<file path="config.mk">
export PLATFORM = sky130hd
export DESIGN_NAME = kli_div_cell
export DESIGN_NICKNAME = d
export VERILOG_FILES = /design/src/design/kli_pkg.sv /design/src/design/kli_div_cell.sv
export SDC_FILE = /design/constraint.sdc
export NUM_CORES = 1
export LEC_CHECK = 0
export BUFFER_PORTS_ARGS = -buffer_cell sky130_fd_sc_hd__buf_2
export CAP_MARGIN = 20
export CORE_ASPECT_RATIO = 1.75
export CORE_MARGIN = 2
export CORE_UTILIZATION = 55
export DETAILED_ROUTE_END_ITERATION = 7
export PLACE_DENSITY = 0.87
export SLEW_MARGIN = 20
export SYNTH_ARGS = -nofsm -noshare
export SYNTH_HDL_FRONTEND = slang
export SYNTH_SLANG_ARGS = --single-unit
export TNS_END_PERCENT = 30
</file>
<file path="constraint.sdc">
create_clock -name aclk -period 8.15 [get_ports aclk]
set_clock_uncertainty 0.1 [all_clocks]
set_input_delay 1.2225 -clock aclk [delete_from_list [all_inputs] [get_ports aclk]]
set_output_delay 1.2225 -clock aclk [all_outputs]
set_load 0.03 [all_outputs]
</file>
<file path="src/design/kli_pkg.sv">
// shared types and constants for the keyframe linear interpolator
// no dependencies
package kli_pkg;

    localparam int unsigned VAL_W  = 32;
    localparam int unsigned FRAC_W = 16;

    typedef enum logic [1:0] {
        KIND_LOAD  = 2'd0,
        KIND_COUNT = 2'd1,
        KIND_QUERY = 2'd2,
        KIND_NONE  = 2'd3
    } kind_t;

    typedef logic signed [VAL_W-1:0] val_t;

    // four components of one keypoint
    typedef struct packed {
        val_t x;
        val_t y;
        val_t z;
        val_t w;
    } vec_t;

endpackage

</file>
<file path="src/design/kli_div_cell.sv">
// one restoring division step cell: shift, trial subtract, quotient bit
// depends on kli_pkg
module kli_div_cell (
    input  logic        aclk,
    input  logic        en,
    input  logic [32:0] rem_in,
    input  logic [32:0] den,
    input  logic [15:0] q_in,
    output logic [32:0] rem_out,
    output logic [15:0] q_out
);
    import kli_pkg::*;

    logic [33:0] shifted;
    logic [33:0] diff;

    assign shifted = {rem_in, 1'b0};
    assign diff    = shifted - {1'b0, den};

    always_ff @(posedge aclk) begin
        if (en) begin
            if (!diff[33]) begin
                rem_out <= diff[32:0];
                q_out   <= {q_in[14:0], 1'b1};
            end else begin
                rem_out <= shifted[32:0];
                q_out   <= {q_in[14:0], 1'b0};
            end
        end
    end
endmodule

</file>
==> summary.txt <==
Finish
  • Util after Layout: 0.693
  • Commonest non-fill, non-tap cell in the layout: buf_2
  • Fill cell count: roughly 560
  • Commonest non-fill, non-tap cells in the layout: buf_2 (130), edfxtp_1 (49), inv_1 (38), ha_1 (32), a21oi_1 (27)
  • P&R area growth vs syn: 22.8%
  • Antenna cells: 0
  • Net count reported at finish: just over 600
  • Share of cells above drive strength 1: 0.323
  • Final Cell Area: around 4800 sq um

Routing
  • Vias per cell: approximately 5.6
  • Iter 0 DRT Violations: approximately 200
  • ANT nets after route: 0
  • Initial DRT Pass Iterations: 4
  • Drt wl/cell: around 16 um
  • Via count: about 3,300
  • Remaining DRCs: 0
  • WL final: 9.20 mm

Timing
  • RSZ-0062 raised after global routing: false
  • Final Setup Violations: 0
  • Fin crit share: 0.506
  • Max Freq: 0.242 GHz
  • Final Max Slew Viols: 0
  • Hold Fails Final Rpt: 0
  • Final Worst Setup Slack: between 4 and 5 ns
  • Fin Setup TNS: 0 ns
  • Relative slew slack: 0.564
  • Min Tclk post-route: around 4.1 ns
  • Slew @ Worst Pin: roughly 0.65 ns

Logic synthesis
  • Synth top area share: 0.380
  • Synth Area in XOR/XNOR: 0.0682
  • Flops & latches, synth: roughly 50
  • Area share of and/or/nand/nor cells after synthesis: 0.0970
  • Cell count after synthesis: 370
  • Synth Flop Type: edfxtp_1
  • Post-Syn Area: 3870 sq um
  • Synth area leaders: edfxtp_1 (38%), ha_1 (10%), mux2_1 (7.6%)
  • Synth Area in Adders: 0.109
  • Post-synthesis cell type count: 60
  • Main combinational cell family by area after synthesis: compound AO/OA/AOI/OAI gates
  • Syn nets: between 400 and 500
  • Synth warnings: 0
  • Synthesized area per cell: about 10 sq um
  • Synth async-reset ratio: 0
  • Register area share after synthesis: 0.380
  • Post-synthesis compound-gate area fraction: 0.199
  • Synth area leader: edfxtp_1
  • Number of enable flip-flop cells after synthesis: between 40 and 50
  • Post-synthesis mux area share: 0.0957

Min path
  • Worst min path class: input pin to register
  • Hold path depth: 1

Worst setup path
  • Kind of critical path: input pin to register
  • Req. time, crit path: approximately 8.1 ns
  • CP Capture Type: register
  • Arrival @ worst endpoint: approximately 4 ns
  • CP top delay family: compound AO/OA/AOI/OAI gates
  • Critical Path Start Type: input pin
  • Critical path cell sequence: buf_2 -> inv_1 -> ha_1 -> o211a_1 -> o21ai_1 -> a211oi_2 -> a21oi_4 -> o211ai_4 -> a31oi_4 -> xnor2_4 -> buf_16 -> mux2_2
  • Buf/Inv on CP: 3
  • Number of stages on the worst setup path: 12
  • Slowest CP cell: xnor2_4
  • Critical path peak fanout: 21
  • CP max stage delay: just over 0.5 ns

Floorplanning
  • Starting Density: 0.565
  • Die Ht: between 100 and 150 um
  • Row count: 40
  • Die area: 7750 sq um
  • I/O pins: about 130
  • DIE WIDTH: about 67 um
  • Core area: 6860 sq um

CTS
  • PostCTS Resize Cnt: 0
  • CTS Root Cell: clkbuf_16
  • Num CTS Buffers: 5
  • Clk sink count: 49
  • Clock transition at path regs: about 0.07 ns
  • Post-CTS Setup Bufs: 0
  • TritonCTS clock tree: built
  • Max Buffers Root-to-Sink: 2
  • Cts hold-fix bufs: 0
  • # H-tree levels: 2

GRT
  • Number of global-route vias before repair: between 3,000 and 4,000
  • Initial antenna violation count: 0
  • Global-route usage over all layers: 0.247
  • Global route overflow: 0
  • First-pass GRT wire length: between 10 and 15 mm
  • Largest net degree at the start of global routing: 50

Placement
  • Placed inst area: between 4000 and 5000 sq um
  • Count of buffers from port buffering: 131
  • GPL Wtd Cong: around 0.86
  • Dpl ws: 3.72 ns
  • HPWL Detailed: roughly 7.4 mm

Pwr
  • Max rail drop VDD: between 0.1 and 0.15 mV
  • Power per Cell Area: 188 nW/um^2
  • Leak: about 2.2 nW

Flow run
  • Max-Cap Viols: 0

Status
  • Status: finished clean
==> sequential cells by signal, summed over array words and instances (netlist names) <==
name	cells
q_out	16
rem_out	33
==> power breakdown <==
part / internal [W] / switching, W
Sequential: 0.000323 / 0.00000797
Clock: 0.000116 / 0.0000995
Combinational: 0.000137 / 0.000210
==> final cells by class <==
type	count	area, sq um	area share
clock buffer	5	125	0.0263
clock inverter	3	25.0	0.00526
inverter	38	143	0.0300
multi-input combinational	274	2200	0.463
sequential	49	1470	0.309
tap	84	105	0.0221
timing repair buffer	132	686	0.144
==> path summary, 6_finish.rpt <==
kind | start | endpoint | slack (ns)
setup / recovery | den[5] | rem_out[32] | 4.02
hold / removal | q_in[2] | q_out[3] | 1.0
==> metrics by stage <==
step	hold WS, ns	cells	power, W
finish	0.996	585	0.000892
global route	0.992	585	0.000936
CTS	0.990	585	0.000899
detailed placement	1.30	577	0.000683
global placement	1.30	576	0.000667
floorplan	1.22	370	0.000587
==> synthesized netlist by cell type (all sizes together) (2+ instances only) <==
master  instances
a21oi          29
buf             4
xnor2          17
and2            3
a211oi          2
o21a            7
o211ai          2
nand2          18
o21bai          8
and3            2
o22ai           2
ha             32
a21o           19
clkbuf          5
or2             5
nor2b           3
a211o           2
or3             2
nor3            6
inv            38
mux2           32
o21ai          16
o31ai           4
nand2b          6
a31oi           3
nand3           5
edfxtp         49
nand4           6
nor2           13
xor2           11
==> routing by layer <==
layer,routed length [um],GRT usage,up-vias
li1,-,-,1622
met1,3100,0.233,1537
met2,5370,0.493,106
met3,406,0.0391,24
met4,328,0.103,0
met5,0,0,-
==> cells by family after synthesis <==
| group | count (synthesis) |
|---|---|
| xor gates and xnor gates | 28 |
| and+or+nand+nor | 73 |
| DFF | 49 |
| buffers and inverters | 47 |
| muxes | 33 |
| adders and majority gates | 33 |
| AOI/OAI and AO/OA | 107 |
No activity file was read; power rests on OpenSTA's default activity.
