`src/design/kli_pkg.sv`:
```
// shared types and constants for the keyframe linear interpolator
// no dependencies
package kli_pkg;

    localparam int unsigned VAL_W  = 32;
    localparam int unsigned FRAC_W = 16;

    typedef enum logic [1:0] {
        KIND_LOAD  = 2'd0,
        KIND_COUNT = 2'd1,
        KIND_QUERY = 2'd2,
        KIND_NONE  = 2'd3
    } kind_t;

    typedef logic signed [VAL_W-1:0] val_t;

    // four components of one keypoint
    typedef struct packed {
        val_t x;
        val_t y;
        val_t z;
        val_t w;
    } vec_t;

endpackage

```
`src/design/kli_lerp_cell.sv`:
```
// one component lerp cell: difference, product with fraction, floor shift, add
// depends on kli_pkg
module kli_lerp_cell (
    input  logic                aclk,
    input  logic [1:0]          phase,
    input  kli_pkg::val_t       a,
    input  kli_pkg::val_t       b,
    input  logic [15:0]         frac,
    output kli_pkg::val_t       result
);
    import kli_pkg::*;

    logic signed [32:0] diff_reg;
    logic signed [49:0] prod_reg;
    logic signed [49:0] prod_next;

    assign prod_next = diff_reg * $signed({1'b0, frac});

    always_ff @(posedge aclk) begin
        unique case (phase)
            2'd0: diff_reg <= 33'(b) - 33'(a);
            2'd1: prod_reg <= prod_next;
            2'd2: result   <= val_t'(a + val_t'(prod_reg >>> FRAC_W));
            default: ;
        endcase
    end
endmodule

```
`config.mk`:
```
export PLATFORM = sky130hd
export DESIGN_NAME = kli_lerp_cell
export DESIGN_NICKNAME = d
export VERILOG_FILES = /design/src/design/kli_pkg.sv /design/src/design/kli_lerp_cell.sv
export SDC_FILE = /design/constraint.sdc
export NUM_CORES = 2
export LEC_CHECK = 0
export BUFFER_PORTS_ARGS = -buffer_cell sky130_fd_sc_hd__buf_2
export CORE_UTILIZATION = 65
export CTS_CLUSTER_DIAMETER = 200
export DETAILED_ROUTE_END_ITERATION = 12
export GPL_TIMING_DRIVEN = 0
export PLACE_DENSITY = 0.84
export SYNTH_ARGS = -nofsm -noshare
export SYNTH_HDL_FRONTEND = slang
export SYNTH_SLANG_ARGS = --single-unit
```
`constraint.sdc`:
```
create_clock -name aclk -period 7.3 [get_ports aclk]
set_clock_uncertainty 0.1 [all_clocks]
set_input_delay 0.73 -clock aclk [delete_from_list [all_inputs] [get_ports aclk]]
set_output_delay 0.73 -clock aclk [all_outputs]
set_load 0.05 [all_outputs]
```
==> impl_summary.md <==
Outcome
The run finished, with violations left. The final reports fail on design-rule violations.

Yosys
The count of yosys warnings during synthesis is 0. The post-synthesis cell count is 2527. The net count after synthesis is 3276. The cell taking the most area after synthesis is fa_1.

The mean post-synth cell area is 9.363 um2. The flip-flop and latch count after synthesis is 97. Of the synthesized area, sequential elements account for 0.1231. The number of distinct library cells after synthesis is 69. Among all flip-flop cells after synthesis, the most frequent one is edfxtp_1. By area the synthesized netlist is led by fa_1, edfxtp_1, inv_1. The fraction of registers with async set or reset after synthesis is 0. Of the post-synthesis cell area, the dominant cell type holds 0.4154.

The number of synthesized flops with an enable pin is 97. Summing every instance area after synthesis gives 0.02366 mm2.

Detailed routing
The detailed router placed 18120 vias in this run. The pre-antenna-repair detailed-routing pass consisted of 9 iterations. The detailed-route vias per instance is 5.786.

The total routed wirelength is 66300 um. The post-route antenna net violation count is 0. For this run, design rule violations remaining after detail routing come to 6. The detailed router's first-iteration violation count is 1381. The routed length per instance is 21.17 um.

Finish
The number of flip-flops in the largest register is 33. The repair_antennas step left the layout with diodes totalling 0. The fill cell total of the finished layout is 2701. In the layout the commonest cells are inv_1, fa_1, nand2_1. The area growth from synthesis to layout is 7.361%.

The most common cell after layout, fill and taps aside is inv_1. The count of nets after finishing is 3414. In the final layout, the share of cells above drive strength 1 is 0.08727. The post-route cell area is 0.02540 mm2.

Timing
The post-route minimum period is 7.160 ns. The number of hold violations in the final report was 0. For this run, the top clock speed supported by timing is 139.7 MHz. The total negative setup slack is 0 ns. Setup violations remaining at the end of the flow were counted as 0. Final hold analysis gives a worst-case slack of 0.4681 ns. The portion of the clock cycle consumed by the worst path in the final layout is 0.9808. Measured against its own limit, the worst slew margin works out to 0.3488. The max-slew violation count came to 0. The post-route worst setup slack is 0.1399 ns. The transition time at the pin with the least slew margin is 0.9747 ns. Setup repair after global routing left no endpoint under its margin.

Clock tree
The TritonCTS clock tree is yes. The number of clock sinks is 97. The clock tree synthesis step divided the H-tree into 3 levels. The tree is rooted in a clkbuf_16. The number of buffers created by CTS is 9. The worst-case clock buffer depth is 2. After clock tree synthesis, the clock-pin slew on the worst setup and hold paths is 0.07 ns. The number of hold buffers added after CTS was 0. The clock latency reported for the late side of the worst-skew pair is 0.36 ns.

Critical path
In this run the worst path has a maximum fanout of 10. Among all stages on the critical path, the largest delay is contributed by fa_1. Data on the critical path is required at its endpoint by 7.37 ns. The worst setup path is launched from an input pin. The number of cells on the worst reg-to-reg path is 22. For flop-to-flop paths, the worst setup slack is 0.18 ns.

The gate family responsible for the most delay along the worst path is adder cells. The signal on the critical path passes through buf_2 > buf_2 > nand2_1 > fa_1 > fa_1 > fa_1 > inv_1 > fa_1 > fa_1 > inv_1 > fa_1 > inv_1 > ha_1 > and4_4 > and4_1 > o21ai_1 > a211oi_4 > a211o_4 > a21oi_4 > o41ai_4 > buf_4 > a21oi_2 > nor4_2. At the worst endpoint, the arrival time is 7.23 ns. The maximum cell stage delay along the critical path is 0.56 ns. The critical path runs through a total of 23 cells. The worst path buffer plus inverter count is 6. The sort of element at the end of the critical path is a register. By startpoint and endpoint, the worst setup path is classified as input pin to register. Counting stages on the worst path, the most repeated cell is fa_1.

Place
The area of placed instances is 0.02485 mm2. The placer's final routability congestion estimate is 0.9787. Port buffering added 114 buffers.

The HPWL after detailed placement is 54880 um. The worst slack at placement is -1.031 ns.

Floorplan
The vertical extent of the die is 192.8 um. The total area inside the core boundary comes to 0.03566 mm2. In this run the count of I/O pins placed on the die edge is 115. The horizontal extent of the die is 192.8 um. For this configuration, the core starts out at a cell density of 0.6636. The die covers 0.03717 mm2. The number of standard-cell rows in the floorplan is 69.

Global route
The maximum number of pins on one net before global-route repair is 34. The via count of the first global-routing pass is 19640. In the global route stage, overall resource usage came out at 0.3815. The first global-routing pass estimated 104800 um of wire. Summed over all layers, the global routing overflow is 0. The initial antenna violation count is 5.

Min path
The tightest min-delay check is of the register to register type. Counting instances, the worst hold path has a depth of 1.

Job
The tool flagged a number of max-cap violations equal to 0.
-- worst reg2reg max path, stage by stage (launching register included) --
cell      delay [ns]
edfxtp_1        0.56
clkbuf_4        0.35
nand2_1         0.11
fa_1            0.54
fa_1            0.51
fa_1            0.51
inv_1           0.07
fa_1            0.49
fa_1            0.50
inv_1           0.05
fa_1            0.47
inv_1           0.04
ha_1            0.37
and4_4          0.32
and4_1          0.23
o21ai_1         0.11
a211oi_4        0.38
a211o_4         0.22
a21oi_4         0.10
o41ai_4         0.34
buf_4           0.21
a21oi_2         0.07
nor4_2          0.27
-- Yosys cell counts, types with 2 or more instances --
master and number:
edfxtp_1 97, clkbuf_1 83, nor2b_1 12, o221ai_1 2, o31ai_1 6, xnor2_1 70
a31oi_1 6, fa_1 491, o31a_1 3, o31ai_2 2, a221oi_1 2, o211ai_1 4
and4_1 2, o41ai_4 2, o21a_1 20, nand2_1 334, and2_1 237, o21ai_1 4
nand2b_1 11, nand4_1 11, a211oi_1 14, a21boi_0 3, a21oi_2 3, o21bai_1 9
or3_1 2, o2111ai_1 2, nor2_1 67, a21oi_1 77, ha_1 175, inv_1 608
nand3_1 16, nor3_1 8, xor2_1 24, and3_1 7, a21o_1 38, o21ai_2 2
a2111oi_0 3, o21ai_0 39
-- final timing paths --
| path | to | start |
|---|---|---|
| worst max register to register | prod_reg[46] | diff_reg[19] |
| worst max-delay path | prod_reg[46] | frac[3] |
| worst min-delay path | result[0] | prod_reg[16] |
| worst min register to register | result[0] | prod_reg[16] |
-- stage by stage --
| stage | cells | util |
|---|---|---|
| floorplan | 2527 | - |
| global route | 3131 | 0.7124 |
| global placement | 3102 | 0.6958 |
| detailed placement | 3103 | 0.6970 |
| CTS | 3123 | 0.7083 |
| finish | 3131 | 0.7124 |
-- cells by family (layout without fill, tap and decap cells) --
group	Yosys count	count (layout)	share of synthesized area
AO/OA/AOI/OAI	262	262	0.07700
XOR/XNOR	94	94	0.03480
adder cells (fa/ha/maj)	666	666	0.5080
flip-flops	97	97	0.1231
AND/OR/NAND/NOR	717	717	0.1475
buffers and inverters	691	834	0.1096
-- final cells by class --
class	instances	area, um2	area share
Buffer	83	447.9	0.01763
Clock inverter	3	41.29	0.001625
Inverter	608	2282	0.08984
Clock buffer	13	240.2	0.009457
Timing Repair Buffer	127	680.7	0.02680
Tap cell	461	576.8	0.02271
Multi-Input combinational cell	1739	18220	0.7173
Sequential cell	97	2913	0.1147
-- what timing repair did --
| item | in CTS | in global routing |
|---|---|---|
| gates resized for setup | 61 | 74 |
| endpoints found under the setup margin | 15 | 11 |
| pin swaps | 4 | 4 |
| setup buffers | 4 | 8 |
-- routing by layer --
layer  vias up  GRT usage  part of all wire
met5         -          0           0.00065
met4         6     0.1950             0.059
met3       226    0.08474             0.084
met2       824     0.6396              0.49
met1      9125     0.4622              0.37
li1       7934          -                 -
Power is not shown: default switching activity piles up to over one toggle a cycle in this logic, so the estimate is an artifact.
